<file path="config.mk">
export PLATFORM = sky130hd
export DESIGN_NAME = disparity_to_depth_converter_core
export DESIGN_NICKNAME = d
export VERILOG_FILES = /design/src/design/ddc_pkg.sv /design/src/design/ddc_regs.sv /design/src/design/ddc_ctrl.sv /design/src/design/ddc_dpath.sv /design/src/design/disparity_to_depth_converter_core.sv
export SDC_FILE = /design/constraint.sdc
export NUM_CORES = 1
export LEC_CHECK = 0
export ABC_AREA = 0
export BUFFER_PORTS_ARGS = -buffer_cell sky130_fd_sc_hd__buf_2
export CORE_ASPECT_RATIO = 2
export CORE_MARGIN = 1.5
export CORE_UTILIZATION = 45
export CTS_CLUSTER_DIAMETER = 80
export DETAILED_ROUTE_END_ITERATION = 8
export SKIP_CTS_REPAIR_TIMING = 1
export SKIP_LAST_GASP = 1
export SYNTH_ARGS = -nofsm -noshare
export SYNTH_HDL_FRONTEND = slang
export SYNTH_HIERARCHICAL = 1
export SYNTH_SLANG_ARGS = --single-unit
export TNS_END_PERCENT = 10
</file>
<file path="constraint.sdc">
create_clock -name clk -period 12.3 [get_ports clk]
set_input_delay 1.845 -clock clk [delete_from_list [all_inputs] [get_ports clk]]
set_output_delay 1.845 -clock clk [all_outputs]
set_load 0.03 [all_outputs]
</file>
<file path="src/design/ddc_pkg.sv">
// Shared types, constants and register map of the disparity-to-depth converter.
package ddc_pkg;

	localparam int DEF_COUNT_WIDTH = 24;
	localparam int DEF_FRAC_BITS   = 16;

	localparam int NUM_W    = 48;
	localparam int QUO_BITS = 16;
	localparam int STEP_W   = $clog2(QUO_BITS);
	localparam int TOTAL_W  = 24;
	localparam int DATA_W   = 64;
	localparam int ADDR_W   = 6;

	localparam logic [14:0] DEPTH_SAT     = 15'h7FFF;
	localparam logic [14:0] MAX_DEPTH_RST = 15'h7FFF;

	localparam logic [2:0] REG_FIELD_LAYOUT  = 3'd0;
	localparam logic [2:0] REG_DISP_WINDOW   = 3'd1;
	localparam logic [2:0] REG_CONF_THRESH   = 3'd2;
	localparam logic [2:0] REG_MAX_DEPTH     = 3'd3;
	localparam logic [2:0] REG_INVALID_VALUE = 3'd4;
	localparam logic [2:0] REG_OUTPUT_SHIFTS = 3'd5;
	localparam logic [2:0] REG_DEPTH_NUM     = 3'd6;
	localparam logic [2:0] REG_DEN_OFFSET    = 3'd7;

	typedef struct packed {
		logic [15:0] raw_word;
		logic        frame_last;
	} src_beat_t;

	typedef struct packed {
		logic [15:0]        out_word;
		logic               pixel_invalid;
		logic [TOTAL_W-1:0] invalid_total;
		logic               frame_end;
	} res_beat_t;

	typedef struct packed {
		logic [39:0]        field_layout;
		logic [31:0]        disparity_window;
		logic [14:0]        confidence_threshold;
		logic [14:0]        max_depth;
		logic [15:0]        invalid_value;
		logic [7:0]         output_shifts;
		logic [NUM_W-1:0]   depth_numerator;
		logic signed [31:0] denominator_offset;
	} cfg_t;

	typedef enum logic [2:0] {
		ST_IDLE,
		ST_PREP1,
		ST_PREP2,
		ST_DIV,
		ST_ROUND,
		ST_FINISH
	} ctrl_state_t;

	typedef struct packed {
		logic load;
		logic prep1;
		logic prep2;
		logic div_step;
		logic round;
		logic finish;
	} dp_cmd_t;

endpackage

</file>
<file path="src/design/ddc_regs.sv">
// APB-style configuration register file.
module ddc_regs import ddc_pkg::*; (
	input  logic              clk,
	input  logic              arst_n,
	input  logic              psel,
	input  logic              penable,
	input  logic              pwrite,
	input  logic [ADDR_W-1:0] paddr,
	input  logic [DATA_W-1:0] pwdata,
	output logic [DATA_W-1:0] prdata,
	output logic              pready,
	output cfg_t              cfg
);

	cfg_t       cfg_q;
	logic       wr_en;
	logic [2:0] reg_idx;

	assign wr_en   = psel & penable & pwrite;
	assign reg_idx = paddr[ADDR_W-1:3];
	assign pready  = 1'b1;
	assign cfg     = cfg_q;

	always_ff @(posedge clk or negedge arst_n) begin
		if (!arst_n) begin
			cfg_q.field_layout         <= '0;
			cfg_q.disparity_window     <= '0;
			cfg_q.confidence_threshold <= '0;
			cfg_q.max_depth            <= MAX_DEPTH_RST;
			cfg_q.invalid_value        <= '0;
			cfg_q.output_shifts        <= '0;
			cfg_q.depth_numerator      <= '0;
			cfg_q.denominator_offset   <= '0;
		end else if (wr_en) begin
			unique case (reg_idx)
				REG_FIELD_LAYOUT:  cfg_q.field_layout         <= pwdata[39:0];
				REG_DISP_WINDOW:   cfg_q.disparity_window     <= pwdata[31:0];
				REG_CONF_THRESH:   cfg_q.confidence_threshold <= pwdata[14:0];
				REG_MAX_DEPTH:     cfg_q.max_depth            <= pwdata[14:0];
				REG_INVALID_VALUE: cfg_q.invalid_value        <= pwdata[15:0];
				REG_OUTPUT_SHIFTS: cfg_q.output_shifts        <= pwdata[7:0];
				REG_DEPTH_NUM:     cfg_q.depth_numerator      <= pwdata[NUM_W-1:0];
				REG_DEN_OFFSET:    cfg_q.denominator_offset   <= $signed(pwdata[31:0]);
				default: ;
			endcase
		end
	end

	always_comb begin
		unique case (reg_idx)
			REG_FIELD_LAYOUT:  prdata = DATA_W'(cfg_q.field_layout);
			REG_DISP_WINDOW:   prdata = DATA_W'(cfg_q.disparity_window);
			REG_CONF_THRESH:   prdata = DATA_W'(cfg_q.confidence_threshold);
			REG_MAX_DEPTH:     prdata = DATA_W'(cfg_q.max_depth);
			REG_INVALID_VALUE: prdata = DATA_W'(cfg_q.invalid_value);
			REG_OUTPUT_SHIFTS: prdata = DATA_W'(cfg_q.output_shifts);
			REG_DEPTH_NUM:     prdata = DATA_W'(cfg_q.depth_numerator);
			REG_DEN_OFFSET:    prdata = DATA_W'(unsigned'(cfg_q.denominator_offset));
			default:           prdata = '0;
		endcase
	end

endmodule

</file>
<file path="src/design/ddc_ctrl.sv">
// Sequencing state machine: input handshake, divider step count, result valid.
module ddc_ctrl import ddc_pkg::*; (
	input  logic    clk,
	input  logic    arst_n,
	input  logic    src_valid,
	output logic    src_stall,
	output logic    res_valid,
	input  logic    res_stall,
	output dp_cmd_t cmd
);

	ctrl_state_t       state_q, state_d;
	logic [STEP_W-1:0] step_q;
	logic              res_valid_q;
	logic              out_free;
	logic              step_last;

	assign out_free  = !res_valid_q || !res_stall;
	assign step_last = (step_q == STEP_W'(QUO_BITS - 1));
	assign res_valid = res_valid_q;

	always_comb begin
		state_d = state_q;
		unique case (state_q)
			ST_IDLE:   if (src_valid) state_d = ST_PREP1;
			ST_PREP1:  state_d = ST_PREP2;
			ST_PREP2:  state_d = ST_DIV;
			ST_DIV:    if (step_last) state_d = ST_ROUND;
			ST_ROUND:  state_d = ST_FINISH;
			ST_FINISH: if (out_free) state_d = ST_IDLE;
			default:   state_d = ST_IDLE;
		endcase
	end

	always_comb begin
		src_stall    = (state_q != ST_IDLE);
		cmd.load     = (state_q == ST_IDLE) && src_valid;
		cmd.prep1    = (state_q == ST_PREP1);
		cmd.prep2    = (state_q == ST_PREP2);
		cmd.div_step = (state_q == ST_DIV);
		cmd.round    = (state_q == ST_ROUND);
		cmd.finish   = (state_q == ST_FINISH) && out_free;
	end

	always_ff @(posedge clk or negedge arst_n) begin
		if (!arst_n) begin
			state_q     <= ST_IDLE;
			step_q      <= '0;
			res_valid_q <= 1'b0;
		end else begin
			state_q <= state_d;
			if (state_q == ST_DIV) begin
				step_q <= step_q + 1'b1;
			end else begin
				step_q <= '0;
			end
			if (cmd.finish) begin
				res_valid_q <= 1'b1;
			end else if (!res_stall) begin
				res_valid_q <= 1'b0;
			end
		end
	end

endmodule

</file>
<file path="src/design/ddc_dpath.sv">
// Datapath: field extraction, denominator, radix-2 divider, rounding, packing, count.
module ddc_dpath import ddc_pkg::*; #(
	parameter int COUNT_WIDTH = DEF_COUNT_WIDTH,
	parameter int FRAC_BITS   = DEF_FRAC_BITS
) (
	input  logic      clk,
	input  logic      arst_n,
	input  cfg_t      cfg,
	input  dp_cmd_t   cmd,
	input  src_beat_t src_beat,
	output res_beat_t res_beat
);

	localparam int SUM_SH_W = 16 + FRAC_BITS;
	localparam int DEN_W    = ((SUM_SH_W > 31) ? SUM_SH_W : 31) + 2;
	localparam int DVS_W    = DEN_W - 1 + QUO_BITS - 1;
	localparam int DIV_W    = (NUM_W > DVS_W) ? NUM_W : DVS_W;
	localparam logic [COUNT_WIDTH-1:0] CNT_MAX = '1;

	// Captured input beat
	logic [15:0] raw_q;
	logic        last_q;

	// Extracted fields
	logic [15:0] disp_s1, conf_s1;

	// Denominator and divider state
	logic                 sum_zero_q, nonpos_q;
	logic [DEN_W-2:0]     den_q;
	logic [DIV_W-1:0]     rem_q, dvs_q;
	logic [QUO_BITS-1:0]  quo_q;
	logic [14:0]          depth_q;
	logic [COUNT_WIDTH-1:0] cnt_q;
	res_beat_t            res_q;

	// Combinational
	logic [15:0] dmask, cmask, dmax, foff, limit, disp_raw, conf_raw, sum_v;
	logic [3:0]  dsh, csh, ocsh, odsh;
	logic signed [DEN_W-1:0] den_v;
	logic [DIV_W:0]          diff_v;
	logic [DEN_W-1:0]        rem2_v, den_ext_v;
	logic                    round_up;
	logic [15:0]             qr_v;
	logic                    keep_depth;
	logic [15:0]             code_v;
	logic                    inval_v;
	logic [COUNT_WIDTH-1:0]  cnt_new;

	assign dmask = cfg.field_layout[15:0];
	assign dsh   = cfg.field_layout[19:16];
	assign cmask = cfg.field_layout[35:20];
	assign csh   = cfg.field_layout[39:36];
	assign dmax  = cfg.disparity_window[15:0];
	assign foff  = cfg.disparity_window[31:16];
	assign ocsh  = cfg.output_shifts[3:0];
	assign odsh  = cfg.output_shifts[7:4];

	assign limit    = dmax + foff;
	assign disp_raw = (raw_q & dmask) >> dsh;
	assign conf_raw = (raw_q & cmask) >> csh;

	assign sum_v = disp_s1 + foff;
	assign den_v = $signed(DEN_W'({sum_v, {FRAC_BITS{1'b0}}})) +
		DEN_W'(cfg.denominator_offset);

	assign diff_v = {1'b0, rem_q} - {1'b0, dvs_q};

	// Round half to even on the final remainder
	assign rem2_v    = {rem_q[DEN_W-2:0], 1'b0};
	assign den_ext_v = {1'b0, den_q};
	assign round_up  = (rem2_v > den_ext_v) || ((rem2_v == den_ext_v) && quo_q[0]);
	assign qr_v      = {1'b0, quo_q[14:0]} + 16'(round_up);

	assign keep_depth = (depth_q < cfg.max_depth) && (disp_s1 != 16'd0) &&
		(conf_s1 >= {1'b0, cfg.confidence_threshold});
	assign code_v  = keep_depth ? {1'b0, depth_q} : cfg.invalid_value;
	assign inval_v = (code_v == cfg.invalid_value);
	assign cnt_new = (inval_v && (cnt_q != CNT_MAX)) ? cnt_q + 1'b1 : cnt_q;

	assign res_beat = res_q;

	always_ff @(posedge clk) begin
		if (cmd.load) begin
			raw_q  <= src_beat.raw_word;
			last_q <= src_beat.frame_last;
		end
		if (cmd.prep1) begin
			disp_s1 <= (disp_raw >= limit) ? 16'd0 : disp_raw;
			conf_s1 <= conf_raw;
		end
		if (cmd.prep2) begin
			sum_zero_q <= (sum_v == 16'd0);
			nonpos_q   <= den_v[DEN_W-1] || (den_v == '0);
			den_q      <= den_v[DEN_W-2:0];
			rem_q      <= DIV_W'(cfg.depth_numerator);
			dvs_q      <= DIV_W'({den_v[DEN_W-2:0], {(QUO_BITS-1){1'b0}}});
			quo_q      <= '0;
		end
		if (cmd.div_step) begin
			if (!diff_v[DIV_W]) begin
				rem_q <= diff_v[DIV_W-1:0];
			end
			quo_q <= {quo_q[QUO_BITS-2:0], !diff_v[DIV_W]};
			dvs_q <= dvs_q >> 1;
		end
		if (cmd.round) begin
			if (sum_zero_q) begin
				depth_q <= '0;
			end else if (nonpos_q || quo_q[QUO_BITS-1] || qr_v[15]) begin
				depth_q <= DEPTH_SAT;
			end else begin
				depth_q <= qr_v[14:0];
			end
		end
		if (cmd.finish) begin
			res_q.out_word      <= (conf_s1 >> ocsh) | (code_v << odsh);
			res_q.pixel_invalid <= inval_v;
			res_q.invalid_total <= TOTAL_W'(cnt_new);
			res_q.frame_end     <= last_q;
		end
	end

	always_ff @(posedge clk or negedge arst_n) begin
		if (!arst_n) begin
			cnt_q <= '0;
		end else if (cmd.finish) begin
			cnt_q <= last_q ? '0 : cnt_new;
		end
	end

endmodule

</file>
<file path="src/design/disparity_to_depth_converter_core.sv">
// Top level of the disparity-to-depth converter: registers, controller and datapath.
//
// Each accepted pixel beat yields one result beat. Each pixel goes through one
// capture step, two set-up steps (field extraction and windowing, then the
// fixed-point denominator), 16 steps of a radix-2 restoring divider that
// shares one wide subtractor, one rounding step and one packing step that
// writes the result register before the next pixel is accepted. The result
// register parts the two channels, so the next pixel is taken while a
// finished result still waits; only when the previous result has not been
// taken by the end of the packing step does the block hold there.
// The numerator is unsigned Q32.16 and the denominator offset signed Q16.16
// (FRAC_BITS fraction bits); depth is rounded half to even and saturated to
// 32767, and a zero disparity sum gives depth 0. The invalid count saturates
// and clears after the beat that carries frame_last. Configuration sits on an
// APB-style port with 64-bit data, register i at byte address 8*i; the user
// must write it only while no pixel is in flight, which the block does not enforce.
module disparity_to_depth_converter_core import ddc_pkg::*; #(
	parameter int COUNT_WIDTH = DEF_COUNT_WIDTH,
	parameter int FRAC_BITS   = DEF_FRAC_BITS
) (
	input  logic              clk,
	input  logic              arst_n,
	// Pixel channel
	input  logic              src_valid,
	output logic              src_stall,
	input  src_beat_t         src_beat,
	// Result channel
	output logic              res_valid,
	input  logic              res_stall,
	output res_beat_t         res_beat,
	// Configuration port
	input  logic              psel,
	input  logic              penable,
	input  logic              pwrite,
	input  logic [ADDR_W-1:0] paddr,
	input  logic [DATA_W-1:0] pwdata,
	output logic [DATA_W-1:0] prdata,
	output logic              pready
);

	cfg_t    cfg;
	dp_cmd_t cmd;

	// Hold configuration; reads return the stored value
	ddc_regs u_regs (
		.clk     (clk),
		.arst_n  (arst_n),
		.psel    (psel),
		.penable (penable),
		.pwrite  (pwrite),
		.paddr   (paddr),
		.pwdata  (pwdata),
		.prdata  (prdata),
		.pready  (pready),
		.cfg     (cfg)
	);

	// Sequence one pixel at a time and own the result valid flag
	ddc_ctrl u_ctrl (
		.clk       (clk),
		.arst_n    (arst_n),
		.src_valid (src_valid),
		.src_stall (src_stall),
		.res_valid (res_valid),
		.res_stall (res_stall),
		.cmd       (cmd)
	);

	// Extract, divide, round, pack and count
	ddc_dpath #(
		.COUNT_WIDTH (COUNT_WIDTH),
		.FRAC_BITS   (FRAC_BITS)
	) u_dpath (
		.clk      (clk),
		.arst_n   (arst_n),
		.cfg      (cfg),
		.cmd      (cmd),
		.src_beat (src_beat),
		.res_beat (res_beat)
	);

endmodule

</file>
After elaboration in Yosys (flattened, before gate mapping)
Index checks and enable logic that the tools add are counted.
W data, S select, Z words.
{ "totals": {"output_inout_bits": 109, "inputBits": 94, "ff_bits": 491} }
{ "op_classes": {"n_bitwise": 5, "shift": 4, "muxes": 19, "n_eq_ne": 20, "order_cmp": 4, "addsub": 7, "n_reduce_logical": 30} }
{ "ops": {"columns": ["operator", "count"], "rows": [
  ["$pmux W64 S8", 1],
  ["$mux W48", 3],
  ["$mux W47", 2],
  ["$sub A48 B48 Y49", 1],
  ["$mux W16", 3],
  ["$mux W24", 2],
  ["$shr A16 B4 Y16", 3],
  ["$add A33 B32 Y34", 1],
  ["$eq A34 B33 Y1", 1],
  ["$gt A34 B33 Y1", 1],
  ["$logic_not A34 Y1", 1],
  ["$add A16 B16 Y16", 2],
  ["$and A16 B16 Y16", 2],
  ["$add A24 B1 Y24 const B", 1],
  ["$ne A24 B24 Y1 const B", 1],
  ["$eq A3 B3 Y1 const B", 6],
  ["$pmux W3 S6", 1],
  ["$add A15 B1 Y16", 1],
  ["$eq A16 B16 Y1", 1],
  ["$ge A16 B15 Y1", 1],
  ["$ge A16 B16 Y1", 1],
  ["$logic_not A16 Y1", 1],
  ["$or A16 B16 Y16", 1],
  ["$reduce_and A2 Y1", 8],
  ["other kinds (21)", 43]
]} }

Depth between registers and ports, before layout
{ "logic_depth": {"word_depth": 8, "depth_mapped": 22, "ltp_nobuf": 20} }

Cells and area by module
Netlist, hierarchy kept.
{ "modules_own_cells": {"columns": ["module", "area_per_inst_um2", "seq_area_each_um2", "instances", "cells_each"], "rows": [
  ["ddc_dpath", 20246.9, 7707.4, 1, 2091],
  ["ddc_regs", 9537.9, 5173.7, 1, 701],
  ["ddc_ctrl", 394.1, 200.2, 1, 39]
]} }

Least setup slack after synthesis
Ideal clock, no wire load.
{ "synth_timing": {"path_kind": "input-to-reg", "startpoint": "in res_stall", "endpoint": "reg u_dpath.cnt_q[20]", "arrival_time_ns": 5.166, "path_buffers": 0, "path_stages": 5, "required_time_ns": 12.217, "setup_slack_ns": 7.051, "path_cell_list": "a21oi_1 -> inv_1 -> nor2_1 -> nand2_1 -> o21ai_0"} }
{ "synth_via": {"elab_chain_len": 3} }
{ "synth_lines": {"columns": ["item", "line_no", "source"], "rows": [
  ["start, declared", "disparity_to_depth_converter_core.sv:29", "input logic res_stall,"],
  ["$logic_not A1 Y1", "ddc_ctrl.sv:18", "assign out_free = !res_valid_q || !res_stall;"],
  ["$logic_or A1 B1 Y1", "ddc_ctrl.sv:18", null],
  ["$logic_and A1 B1 Y1", "ddc_ctrl.sv:42", "cmd.finish = (state_q == ST_FINISH) && out_free;"],
  ["end signal, assigned", "ddc_dpath.sv:127", "cnt_q <= last_q ? '0 : cnt_new;"],
  ["end, declared", "ddc_dpath.sv:33", "logic [COUNT_WIDTH-1:0] cnt_q;"]
]} }
Every way passes these cells.
A chain may end at the register's enable or synchronous reset.

Worst setup path after layout
{ "layout_timing": {"startpoint": "in paddr[4]", "endpoint": "out prdata[22]"} }
{ "layout_via": {"elab_chain_len": 2, "elab_cells_between_ends": 9} }
{ "layout_lines": {"columns": ["item", "line_no", "source"], "rows": [
  ["start, declared", "disparity_to_depth_converter_core.sv:35", "input logic [ADDR_W-1:0] paddr,"],
  ["$eq A3 B3 Y1, or another cell as far along", "ddc_regs.sv:50", "unique case (reg_idx)"],
  ["$pmux W64 S8 (*)", "ddc_regs.sv:50", null],
  ["end, declared", "disparity_to_depth_converter_core.sv:37", "output logic [DATA_W-1:0] prdata,"]
]} }
Mark *: on every way between the ends. The rest lies on a longest branch, timed or not. The select of a mux whose other input is x is not followed.

==> impl_metrics.env <==
export IMPL_ys_ff_latch=491
export IMPL_drv_cap=0
export IMPL_startpoint_type="primary input"
export IMPL_fin_crit_sh=0.509
export IMPL_rows=134
export IMPL_hold_violations=0
export IMPL_path_max_fanout=75
export IMPL_clkSlewWorstSetupHoldPaths_ps=70
export IMPL_dr_pass1_iters=5
export IMPL_async_reset_ff_frac=0.485
export IMPL_max_freq_mhz=160
export IMPL_max_clock_path_buffers=3
export IMPL_htreeDepth=2
export IMPL_met1_usage=0.298
export IMPL_syn_to_final_growth_pct=9.92
export IMPL_cp_arrival_ps=4420
export IMPL_slew_violations=0
export IMPL_grt_overflow=0
export IMPL_die_area_um2=68700
export IMPL_ys_warn_count=6
export IMPL_setup_worst_path_class="in2out"
export IMPL_layout_cells_non_filler=3861
export IMPL_r2r_setup_slack_ps=6590
export IMPL_slew_headroom=0.193
export IMPL_clock_latency_ps=620
export IMPL_cts_root_buf="clkbuf_16"
export IMPL_use_met2=0.517
export IMPL_core_area_um2=66600
export IMPL_vias=22771
export IMPL_final_common_cell="mux2_2"
export IMPL_routedWlPerCell_um=25.2
export IMPL_finalSetupTns_ps=0
export IMPL_finalSetupViolCount=0
export IMPL_drc_errors=0
export IMPL_p_per_area_nw_per_um2=252
export IMPL_hold_path_endpoint="u_ctrl/step_q[0]$_DFF_PN0_"
export IMPL_syn_inst=2831
export IMPL_drt_total_wl_um=97200
export IMPL_cp_end_kind="output pin"
export IMPL_min_from="u_ctrl/step_q[0]$_DFF_PN0_"
export IMPL_place_congestion=0.990
export IMPL_initial_core_util=0.453
export IMPL_hp_class="reg2reg"
export IMPL_dp_cells=3772
export IMPL_multi_input_area_um2=15800
export IMPL_clock_sinks=491
export IMPL_fp_dieH_um=369
export IMPL_die_w_um=186
export IMPL_busiest_layer="met2"
export IMPL_fin_skew_ps=13.6
export IMPL_place_area_um2=31600
export IMPL_ir_worst_vdd_mv=0.150
export IMPL_reg2regPathDepth=18
export IMPL_track_usage=0.284
export IMPL_rsz0062_at_grt="false"
export IMPL_rr_endpoint="u_dpath/disp_s1[15]$_SDFFCE_PP0P_"
export IMPL_viasPerCell=5.90
export IMPL_boundaryPins=203
export IMPL_final_nets=3213
export IMPL_grtUsageMet3=0.0314
export IMPL_antenna_left=0
export IMPL_numPortBuffers=166
export IMPL_synth_edf_count=204
export IMPL_cts_made_buffers=47
export IMPL_fin_crit_ps=6270
export IMPL_antenna_found_initial=1
export IMPL_drtIter0Drc=1343
export IMPL_required_ps=10450
export IMPL_p_leak_nw=14.3
export IMPL_whs_path_depth=1
export IMPL_tightest_slew_ps=1210
export IMPL_drive_gt1_frac=0.196
export IMPL_first_global_vias=23141
export IMPL_layout_cells_most_common_list="247 x mux2_2, 223 x dfrtp_1, 204 x edfxtp_1"
export IMPL_ff_latch_area_um2=13100
export IMPL_synth_avg_cell_area_um2=10.7
export IMPL_yosys_most_used_dff="dfrtp_1"
export IMPL_grt_max_degree=101
export IMPL_fin_area_um2=33200
export IMPL_fillers=6121
export IMPL_synth_seq_area_share=0.433
export IMPL_dp_hpwl_um=75100
export IMPL_outcome="finished, final reports clean"
export IMPL_synth_area_um2=30200
export IMPL_yosysUniqueCellTypes=93
export IMPL_reg2reg_from="u_regs/cfg[182]$_DFFE_PN0P_"
export IMPL_cts_tree="yes"
export IMPL_grt_pass1_wl_um=143000
cell families after synthesis:
logic type                 after synthesis  share of synthesized area
AOI/OAI and AO/OA                      567                      0.119
xor gates and xnor gates               139                     0.0403
adders and majority gates              182                     0.0765
buffers and inverters                  315                     0.0463
DFF                                    491                      0.433
muxes                                  467                      0.172
other                                    2                   0.000249
and+or+nand+nor                        668                      0.112
critical path: stages:
cell,delay (ps)
buf_2,80
buf_4,690
nand2_1,810
o22ai_1,650
buf_2,290
power by group:
group	total, mW	switching, mW	leakage [nW]	internal, mW
clock network	1.51	0.687	0.748	0.826
registers	2.75	0.476	5.45	2.28
logic	4.09	2.39	8.14	1.70
cell usage after synthesis (all sizes together) (79+ instances only):
| cell | count | area [µm²] |
|---|---|---|
| nor2 | 148 | 576 |
| inv | 171 | 642 |
| mux2 | 251 | 2830 |
| nand2 | 159 | 599 |
| mux2i | 200 | 2000 |
| nand3 | 85 | 425 |
| dfrtp | 223 | 5580 |
| ha | 178 | 2230 |
| o21ai | 158 | 795 |
| buf | 79 | 510 |
| edfxtp | 204 | 6130 |
| a21oi | 142 | 714 |
how the worst max path moves through the flow:
stage / startpoint / endpoint / cells after the start
2_1_floorplan: res_stall / u_dpath/cnt_q[20]$_DFFE_PN0P_ / 5
3_3_place_gp: paddr[4] / prdata[22] / 5
3_5_place_dp: paddr[4] / prdata[22] / 5
4_1_cts: paddr[4] / prdata[22] / 5
5_1_grt: paddr[4] / prdata[22] / 5
6_report: paddr[4] / prdata[22] / 5
cell type report:
class,count,share of cell area
antenna,1,0.0000754
clock buffer,56,0.0372
clock inverter,32,0.00905
inverter,171,0.0193
multi-input combinational,2040,0.477
sequential,491,0.394
tap,884,0.0333
timing repair buffer,186,0.0299
metal layers:
layer	part of all wire	up-vias	wire [µm]
met5	0	-	0
met4	0.084	0	8130
met3	0.039	233	3820
met2	0.52	738	50600
met1	0.36	11277	34600
li1	-	10523	-
flip-flops by register name (all words and copies together) (netlist names):
signal              cells
u_dpath/rem_q          48
u_regs/cfg            206
u_dpath/sum_zero_q      1
u_dpath/disp_s1        16
u_dpath/cnt_q          24
u_dpath/res_beat       42
u_dpath/conf_s1        16
u_ctrl/res_valid        1
u_dpath/last_q          1
u_dpath/dvs_q          48
u_dpath/quo_q          16
u_dpath/nonpos_q        1
u_ctrl/state_q          3
u_dpath/depth_q        15
u_ctrl/step_q           4
u_dpath/den_q          33
u_dpath/raw_q          16
metrics by stage:
step                setup slack [ps]  total power, mW  utilization  hold slack (ps)
floorplan                       7050             5.59            -              430
global placement                6220             6.72        0.475              449
detailed placement              6170             6.83        0.475              464
CTS                             6170             8.37        0.498              475
global route                    6090             8.87        0.498              494
finish                          6030             8.35        0.498              478
Power figures use the tool's default switching activity.
